$ cat src/design/can_multi_frame_reassembler_assert.svh
// Assertion macros used by the reassembler datapath.
`ifndef CAN_MULTI_FRAME_REASSEMBLER_ASSERT_SVH
`define CAN_MULTI_FRAME_REASSEMBLER_ASSERT_SVH

// Same-cycle implication, checked out of reset.
`define CMFR_ASSERT_NOW(label, ante, cons, msg) \
    label: assert property (@(posedge clk) disable iff (!rst_n) (ante) |-> (cons)) \
        else $error(msg);

// Next-cycle implication, checked out of reset.
`define CMFR_ASSERT_NEXT(label, ante, cons, msg) \
    label: assert property (@(posedge clk) disable iff (!rst_n) (ante) |=> (cons)) \
        else $error(msg);

`endif

$ cat src/design/cmfr_pkg.sv
// Types, constants and helper functions of the CAN multi-frame reassembler.
package cmfr_pkg;

    localparam int NODES       = 16;
    localparam int MAX_MSG_LEN = 48;
    localparam int FIRST_BYTES = 6;
    localparam int NEXT_BYTES  = 7;

    localparam int NODE_W      = $clog2(NODES);
    localparam int STORE_DEPTH = NODES * MAX_MSG_LEN;
    localparam int ADDR_W      = $clog2(STORE_DEPTH);
    localparam int MAX_FRAMES  = 1 + (MAX_MSG_LEN - FIRST_BYTES + NEXT_BYTES - 1) / NEXT_BYTES;

    // Data byte offsets of the payload in a first frame and in later frames
    localparam logic [2:0] FIRST_OFS = 3'd2;
    localparam logic [2:0] NEXT_OFS  = 3'd1;

    localparam logic [2:0] SEQ_NONE  = 3'd0;
    localparam logic [2:0] SEQ_FIRST = 3'd1;
    localparam logic [2:0] SEQ_END   = 3'd7;

    localparam logic [7:0] CRC_POLY  = 8'h07;

    typedef enum logic [1:0] {
        STAT_OK     = 2'd0,
        STAT_CRC    = 2'd1,
        STAT_COUNT  = 2'd2,
        STAT_LENGTH = 2'd3
    } status_t;

    typedef struct packed {
        logic [10:0] frame_id;
        logic [7:0]  byte0;
        logic [7:0]  byte1;
        logic [7:0]  byte2;
        logic [7:0]  byte3;
        logic [7:0]  byte4;
        logic [7:0]  byte5;
        logic [7:0]  byte6;
        logic [7:0]  byte7;
    } in_item_t;

    typedef struct packed {
        logic [3:0]  node_num;
        logic [3:0]  kind;
        logic [3:0]  target;
        logic [7:0]  payload_byte;
        logic [5:0]  byte_index;
        logic        last;
        logic [1:0]  status;
        logic [15:0] bad_total;
        logic [15:0] good_total;
    } out_item_t;

    typedef enum logic [3:0] {
        S_IDLE,
        S_DECODE,
        S_WRITE,
        S_CRC,
        S_CRC_WAIT,
        S_FINISH,
        S_MARKER,
        S_EMIT_RD,
        S_EMIT_OUT
    } state_t;

    // Commands from the controller to the datapath
    typedef struct packed {
        logic latch;
        logic decode;
        logic wr_step;
        logic crc_step;
        logic finish;
        logic out_marker;
        logic emit_rd;
        logic emit_load;
    } dp_cmd_t;

    // Status from the datapath to the controller
    typedef struct packed {
        logic ignore;
        logic msg_end;
        logic chk_crc;
        logic wr_last;
        logic crc_last_issue;
        logic fin_empty;
        logic emit_last;
        logic out_free;
    } dp_sts_t;

    // One byte of CRC-8, MSB first, on a value already xored with the data
    function automatic logic [7:0] crc8_byte(input logic [7:0] c_in);
        logic [7:0] c;
        c = c_in;
        for (int b = 0; b < 8; b++)
        begin
            c = c[7] ? ((c << 1) ^ CRC_POLY) : (c << 1);
        end
        return c;
    endfunction

    // Frames a message of the given length must span
    function automatic logic [3:0] need_frames(input logic [7:0] len);
        logic [3:0] n;
        n = 4'd1;
        for (int k = 0; k < MAX_FRAMES - 1; k++)
        begin
            if (len > 8'(FIRST_BYTES + NEXT_BYTES * k))
            begin
                n = n + 4'd1;
            end
        end
        return n;
    endfunction

endpackage

$ cat src/design/cmfr_ctrl.sv
// Sequencing state machine of the reassembler.
module cmfr_ctrl (
    input  logic              clk,
    input  logic              rst_n,
    input  logic              in_valid,
    output logic              in_stall,
    input  cmfr_pkg::dp_sts_t sts,
    output cmfr_pkg::dp_cmd_t cmd
);
    import cmfr_pkg::*;

    state_t state_reg;
    state_t state_next;

    // State register
    always_ff @(posedge clk or negedge rst_n)
    begin
        if (!rst_n)
        begin
            state_reg <= S_IDLE;
        end
        else
        begin
            state_reg <= state_next;
        end
    end

    assign in_stall = (state_reg != S_IDLE);

    // Next state and commands
    always_comb
    begin
        state_next = state_reg;
        cmd        = '0;
        case (state_reg)
            S_IDLE:
            begin
                if (in_valid)
                begin
                    cmd.latch  = 1'b1;
                    state_next = S_DECODE;
                end
            end
            S_DECODE:
            begin
                cmd.decode = 1'b1;
                state_next = sts.ignore ? S_IDLE : S_WRITE;
            end
            S_WRITE:
            begin
                cmd.wr_step = 1'b1;
                if (sts.wr_last)
                begin
                    if (!sts.msg_end)
                    begin
                        state_next = S_IDLE;
                    end
                    else if (sts.chk_crc)
                    begin
                        state_next = S_CRC;
                    end
                    else
                    begin
                        state_next = S_FINISH;
                    end
                end
            end
            S_CRC:
            begin
                cmd.crc_step = 1'b1;
                if (sts.crc_last_issue)
                begin
                    state_next = S_CRC_WAIT;
                end
            end
            S_CRC_WAIT:
            begin
                state_next = S_FINISH;
            end
            S_FINISH:
            begin
                cmd.finish = 1'b1;
                state_next = sts.fin_empty ? S_MARKER : S_EMIT_RD;
            end
            S_MARKER:
            begin
                if (sts.out_free)
                begin
                    cmd.out_marker = 1'b1;
                    state_next     = S_IDLE;
                end
            end
            S_EMIT_RD:
            begin
                cmd.emit_rd = 1'b1;
                state_next  = S_EMIT_OUT;
            end
            S_EMIT_OUT:
            begin
                if (sts.out_free)
                begin
                    cmd.emit_load = 1'b1;
                    state_next    = sts.emit_last ? S_IDLE : S_EMIT_RD;
                end
            end
            default:
            begin
                state_next = S_IDLE;
            end
        endcase
    end

endmodule

$ cat config.mk
export PLATFORM = sky130hd
export DESIGN_NAME = cmfr_ctrl
export DESIGN_NICKNAME = d
export VERILOG_FILES = /design/src/design/can_multi_frame_reassembler_assert.svh /design/src/design/cmfr_pkg.sv /design/src/design/cmfr_ctrl.sv
export SDC_FILE = /design/constraint.sdc
export NUM_CORES = 1
export LEC_CHECK = 0
export BUFFER_PORTS_ARGS = -buffer_cell sky130_fd_sc_hd__buf_2
export CAP_MARGIN = 20
export CORE_ASPECT_RATIO = 1.1
export CORE_MARGIN = 3
export CORE_UTILIZATION = 25
export DETAILED_ROUTE_END_ITERATION = 7
export PLACE_DENSITY = 0.47
export SETUP_SLACK_MARGIN = 0.02
export SLEW_MARGIN = 15
export SYNTH_ARGS = -nofsm -noshare
export SYNTH_HDL_FRONTEND = slang
export SYNTH_SLANG_ARGS = --single-unit
$ cat constraint.sdc
create_clock -name clk -period 1.3 [get_ports clk]
set_input_delay 0.065 -clock clk [delete_from_list [all_inputs] [get_ports clk]]
set_output_delay 0.065 -clock clk [all_outputs]
set_load 0.005 [all_outputs]
* Word-level counts from Yosys, hierarchy flattened
Index checks and enable logic that the tools add are counted.
Cells by class: equality and inequality tests 13, muxes and demuxes 21, reductions and logical operators 3
Operators with widths (count):
- case mux 4 bit (9 select lines) | 1
- two-way mux 4 bit | 6
- == test 4 x 3 -> 1 bit (second input constant) | 4
- two-way mux 1 bit | 11
- inequality test 2 bit (second input constant) | 5
- == test 4 x 2 -> 1 bit (second input constant) | 2
- two-way mux 3 bit | 2
- AND reduction 5 bit | 1
- == test 4 x 1 -> 1 bit (second input constant) | 1
- == test 4 bit (second input constant) | 1
- zero test 4 bit | 1
- nonzero test 4 bit | 1
- two-way mux 2 bit | 1
Storage, ports and cells: flip-flop bits (word level) 4, bits of input ports 11, output and inout port bits 9, word-level logic and storage cells 38

* Longest topological paths before layout
Gate-level depths: netlist of run 1.
word-level depth 4, mapped depth 5, depth with buffers taken out 4

* Worst setup path after synthesis of run 1
OpenSTA, ideal clock, no wires.
path kind register to register, from reg state_reg[0], to reg state_reg[1], library setup time 125 ps, arrival 1282 ps, data required time 1175 ps, path slack -107 ps, cell stages (with the launch flop) 5, path buffers 0, period minus slack after synthesis 1407 ps, path through dfrtp_1 > or4b_4 > o32ai_4 > a21o_1 > mux2i_1
On the way: cells in the longest elaborated chain, start to end 3, elaborated cells on any way between the ends 16, classes of those cells eq/ne: 13; mux: 1; reduce/logical: 2
RTL lines:
- from (decl) | line cmfr_ctrl.sv:12 | state_t state_reg;
- from (signal assigned) | line cmfr_ctrl.sv:24 | state_reg <= state_next;
- == test 4 x 2 -> 1 bit, or another cell as far along | line cmfr_ctrl.sv:35 | case (state_reg)
- inequality test 2 bit (no line)
- AND reduction 5 bit (no line)
Parallel ways exist; a longest one is shown, timed or not. A chain may end at the register's enable or synchronous reset.

* Final worst setup path of run 1
from reg state_reg[2], to reg state_reg[1]
Same word-level chain as after synthesis.

==> flow_metrics.py, run 1 <==
metrics = {
    "synthesis": {
        "ys_warn_count": 0,
        "postSynthCellCount": 57,
        "yosys.area_share.adder": 0,
        "synth_ff_type": "dfrtp_1",
        "synth_xor_area_frac": 0,
        "yosys_register_bits": 4,
        "seq_area_frac_synth": 0.219,
        "synthArstFlopShare": 1.00,
        "netlist_area_um2": 457,
        "synth_nets": 68,
        "synth_top_family_by_area": "simple AND/OR/NAND/NOR gates",
        "synth_edf_count": 0,
        "synth_compound_area_frac": 0.296,
        "ys_types": 33,
        "synth.avg_cell_area_um2": 8.01,
        "synthMuxAreaShare": 0.0466,
        "synthSimpleGateAreaFrac": 0.356,
    },
    "cells_and_area": {
        "drive_above_1_share": 0.657,
        "final_common_cell": "buf_2",
        "largest_reg_flops": 4,
        "nets": 112,
        "areaGrowthSynthToFinish_pct": 85.2,
        "antenna_cells": 0,
        "n_fill_cell": 162,
        "most-common-layout-cells": "buf_2 (19), buf_4 (15), buf_6 (8), nor2_1 (4), dfrtp_1 (4)",
        "design_area_um2": 846,
        "stdcell_count": 116,
    },
    "clock_tree": {
        "clock_sinks": 4,
        "cts_tree": "built",
        "insertion_delay_ps": 240,
        "clockRootBuffer": "clkbuf_4",
        "clkSlewWorstSetupHoldPaths_ps": 40,
        "clockBufferDepth": 2,
        "cts_buffers": 3,
        "ctsHtreeMaxLevel": 1,
    },
    "timing": {
        "finClkSkew_ps": 5.70,
        "drv_slew": 0,
        "post-route-period-util": 1.18,
        "setup_violations": 10,
        "hold_violations": 0,
        "rsz0062_at_grt": "true",
        "worst_slack_ps": -237,
        "fmaxAchievable_mhz": 651,
        "fin_tns_setup_ps": -1620,
        "whs_ps": 90.8,
        "slew_headroom": 0.783,
        "fin_crit_ps": 1540,
        "tightest_slew_ps": 326,
    },
    "floorplanning": {
        "initial_core_util": 0.277,
        "die-area_mm2": 0.00238,
        "die_h_um": 50.8,
        "die_x_um": 46.8,
        "rows": 15,
        "ios": 20,
        "core_area_mm2": 0.00165,
    },
    "worst_setup_path": {
        "max_stage_delay_ps": 510,
        "rr_startpoint": "state_reg[2]",
        "crit_buf_inv": 1,
        "cpLargestDelayFamily": "simple AND/OR/NAND/NOR gates",
        "cp-start-kind": "register",
        "crit_start": "state_reg[2]",
        "crit_fanout": 5,
        "required_ps": 1430,
        "crit_slowest_cell": "or4b_4",
        "endpoint_kind": "register",
        "crit_chain": "or4b_4, buf_6, o32ai_4, a21o_1, mux2i_1",
        "path_class": "reg -> reg",
        "cp_data_arrival_time_ps": 1660,
    },
    "detailed_routing": {
        "num_vias": 596,
        "wirelength_um": 1580,
        "ant_nets": 0,
        "drc": 0,
        "avgViaCountPerCell": 5.14,
        "drtPass1Iterations": 4,
        "wire_per_inst_um": 13.6,
        "drt_iter0_markers": 7,
    },
    "min_path": {
        "hold_path.class": "in -> reg",
        "hp-start": "sts[0]",
    },
    "power": {
        "power.leakage_nw": 0.409,
        "ir_drop_uv": 700,
        "p_per_area_mw_per_mm2": 1750,
    },
    "grt": {
        "grt_max_degree": 11,
        "grt_pass1_wl_um": 2550,
        "grt_usage": 0.152,
        "grt_overflow": 0,
        "grt_antenna_before_repair": 0,
        "first_global_vias": 581,
    },
    "placement": {
        "dpl.cell_count": 103,
        "placed_area_um2": 648,
        "port-buffer-count": 19,
        "gp_routability_congestion": 0.790,
        "dp_hpwl_um": 1020,
        "pre_cts_ws_ps": -148,
    },
    "run": {
        "max_cap_viol_count": 0,
    },
    "run_status": {
        "status": "finished with violations",
        "violations": "setup timing",
    },
}
## layout make-up
type | count | area (µm²) | area share
inverter | 2 | 7.51 | 0.00888
multi-input combinational | 47 | 387 | 0.457
clock buffer | 3 | 22.5 | 0.0266
tap | 17 | 21.3 | 0.0251
sequential | 4 | 100 | 0.118
timing repair buffer | 43 | 308 | 0.364
## per-stage QoR
stage / total power, mW / utilization
3_5_place_dp: 1.01 / 0.392
2_1_floorplan: 0.690 / -
5_1_grt: 1.60 / 0.512
6_report: 1.48 / 0.512
4_1_cts: 1.40 / 0.484
3_3_place_gp: 1.01 / 0.392
## cell families (layout without fill, tap and decap cells)
family	count (synthesis)	in the layout
AO/OA/AOI/OAI	17	17
buffers and inverters	6	48
flip-flops	4	4
multiplexers	2	2
AND/OR/NAND/NOR	28	28
## path summary, 6_finish.rpt
check / to / slack (ps) / cells after the start
setup / recovery: state_reg[1] / -240 / 5
hold / removal: state_reg[3] / 90 / 2
setup reg to reg: state_reg[1] / -240 / 5
hold reg to reg: state_reg[3] / 680 / 3
max in group asynchronous: state_reg[0] / 1010 / 2
min in group asynchronous: state_reg[1] / 160 / 2
## worst reg2reg max path, cell delays in order (launching register included)
cell	delay [ps]
dfrtp_1	410
or4b_4	510
buf_6	140
o32ai_4	180
a21o_1	130
mux2i_1	60
## where the power goes
| part | internal [mW] | switching, mW | leakage (nW) |
|---|---|---|---|
| sequential | 0.168 | 0.0324 | 0.0521 |
| clock | 0.104 | 0.0571 | 0.0138 |
| combinational | 0.612 | 0.509 | 0.344 |
## timing repair
item	4_1_cts	5_1_grt
cloned	0	0
endpoints found under the hold margin	4	0
setup endpoints to repair	13	13
hold buffers	1	0
pin swaps	3	5
resized for setup	14	10
setup buffers	8	1
## cells in the mapped netlist (all sizes together), types with 2 or more instances
master  count  area share
dfrtp       4        0.22
or4b        2       0.052
o21ai       4       0.044
buf         3       0.038
o31ai       2       0.044
nor2        9       0.079
inv         2       0.016
nand3b      2       0.033
a21o        2       0.033
nand2       4       0.033
a21oi       4       0.052
nor3b       2       0.033
nand2b      3       0.041
## per-layer routing
| metal | global-route usage | wire [µm] | vias to the layer above |
|---|---|---|---|
| met3 | 0.0211 | 90 | 5 |
| met4 | 0.0829 | 39 | 0 |
| li1 | - | - | 291 |
| met5 | 0 | 0 | - |
| met2 | 0.271 | 850 | 22 |
| met1 | 0.165 | 602 | 278 |
Note: power is estimated with default switching activity, not from simulation.
==> inputs of run 2 (changes only) <==
==> constraint.sdc (replaced) <==
create_clock -name clk -period 1.32 [get_ports clk]
set_input_delay 0.066 -clock clk [delete_from_list [all_inputs] [get_ports clk]]
set_output_delay 0.066 -clock clk [all_outputs]
set_load 0.005 [all_outputs]
==> run 2 against run 1 <==
The run still ends with setup timing left. Sequential power shrank 3%. First-iteration DRC count is 14% higher. Worst setup slack improved by 13 ps. Clock power barely moved. Combinational power is 12% lower.
==> flow_metrics.py, run 2 (synthesized netlist as in run 1, its figures left out) <==
metrics = {
    "cells_and_area": {
        "largest_reg_flops": 4,
        "antenna_cells": 0,
        "n_fill_cell": 166,
        "areaGrowthSynthToFinish_pct": 71.2,
        "most-common-layout-cells": "buf_2 (19), buf_4 (15), nor2_1 (7), buf_6 (4), dfrtp_1 (4)",
        "nets": 108,
        "final_common_cell": "buf_2",
        "drive_above_1_share": 0.589,
    },
    "worst_setup_path": {
        "crit_buf_inv": 2,
        "cp-start-kind": "register",
        "crit_chain": "or4b_4, buf_6, nor2_1, buf_2",
        "path_class": "reg -> out",
        "rrSetupSlack_ps": -220,
        "crit_slowest_cell": "or4b_4",
        "crit_fanout": 3,
        "cp_data_arrival_time_ps": 1480,
        "required_ps": 1250,
        "cpLargestDelayFamily": "simple AND/OR/NAND/NOR gates",
        "endpoint_kind": "output port",
        "max_stage_delay_ps": 540,
    },
    "clock_tree": {
        "clockRootBuffer": "clkbuf_4",
        "ctsHtreeMaxLevel": 1,
        "clkSlewWorstSetupHoldPaths_ps": 40,
        "cts_buffers": 3,
        "insertion_delay_ps": 240,
        "clockBufferDepth": 2,
        "cts_tree": "built",
        "clock_sinks": 4,
    },
    "run": {
        "max_cap_viol_count": 0,
    },
    "timing": {
        "whs_ps": 88.5,
        "tightest_slew_ps": 322,
        "setup_violations": 10,
        "worst_slack_ps": -224,
        "post-route-period-util": 1.17,
        "finClkSkew_ps": 7.56,
        "drv_slew": 0,
        "hold_violations": 0,
        "fin_crit_ps": 1540,
        "slew_headroom": 0.785,
        "fmaxAchievable_mhz": 648,
        "rsz0062_at_grt": "true",
    },
    "floorplanning": {
        "die_h_um": 50.8,
        "rows": 15,
        "core_area_mm2": 0.00165,
        "ios": 20,
        "initial_core_util": 0.277,
        "die_x_um": 46.8,
        "die-area_mm2": 0.00238,
    },
    "run_status": {
        "status": "finished with violations",
        "violations": "setup timing",
    },
    "detailed_routing": {
        "drc": 0,
        "wire_per_inst_um": 12.1,
        "wirelength_um": 1360,
        "drt_iter0_markers": 8,
        "drtPass1Iterations": 4,
        "avgViaCountPerCell": 5.09,
        "num_vias": 570,
        "ant_nets": 0,
    },
    "grt": {
        "grt_max_degree": 13,
        "grt_antenna_before_repair": 0,
        "grt_usage": 0.127,
        "first_global_vias": 519,
        "grt_overflow": 0,
        "grt_pass1_wl_um": 2150,
    },
    "min_path": {
        "hold_path.class": "in -> reg",
    },
    "power": {
        "p_per_area_mw_per_mm2": 1710,
        "ir_drop_uv": 525,
        "power.leakage_nw": 0.382,
        "p_total_mw": 1.34,
    },
    "placement": {
        "port-buffer-count": 19,
        "gp_routability_congestion": 0.784,
        "dp_hpwl_um": 999,
    },
}
## run 2: per-stage QoR
| step | utilization | TNS (ps) | std cells | instance area, µm² | setup slack [ps] |
|---|---|---|---|---|---|
| after global placement | 0.388 | -323 | 102 | 641 | -111 |
| after detailed placement | 0.388 | -393 | 102 | 641 | -130 |
| after global routing | 0.473 | -2360 | 112 | 782 | -301 |
| final | 0.473 | -1680 | 112 | 782 | -224 |
| after CTS | 0.460 | -1750 | 112 | 759 | -239 |
| after floorplan | - | -106 | 57 | 457 | -59.0 |
## run 2: power by group
part	leakage (nW)	internal [mW]	switching, mW
clock network	0.0138	0.102	0.0563
logic	0.316	0.530	0.452
registers	0.0521	0.165	0.0296
total	0.382	0.797	0.538
## run 2: timing repair
action	CTS	global route
hold buffers	1	0
endpoints found under the hold margin	4	0
gates resized for setup	10	5
setup endpoints to repair	13	13
setup buffers	6	0
pin swaps	5	4
## run 2: routing by layer
layer | track usage | share of wire | vias to the layer above
li1 | - | - | 286
met1 | 0.141 | 0.41 | 261
met2 | 0.206 | 0.50 | 19
met3 | 0.0211 | 0.061 | 4
met4 | 0.0968 | 0.024 | 0
met5 | 0 | 0 | -
## run 2: final timing paths
path                       cells past startpoint      endpoint          from
hold reg to reg                                3  state_reg[3]  state_reg[0]
min in group asynchronous                      2  state_reg[1]         rst_n
setup / recovery                               4        cmd[0]  state_reg[1]
setup reg to reg                               5  state_reg[1]  state_reg[1]
hold / removal                                 2  state_reg[3]        sts[0]
max in group asynchronous                      2  state_reg[3]         rst_n
## run 2: layout make-up
cell class                      count  area (µm²)  area share
Multi-Input combinational cell     47         368       0.470
Timing Repair Buffer               39         263       0.336
Sequential cell                     4         100       0.128
Clock buffer                        3        22.5      0.0288
Tap cell                           17        21.3      0.0272
Inverter                            2        7.51     0.00960
## run 2: worst reg2reg max path: stages (launching register included)
cell and delay (ps):
dfrtp_1 390, or4b_4 540, buf_6 140, o32ai_4 180, a21o_1 130, mux2i_1 50
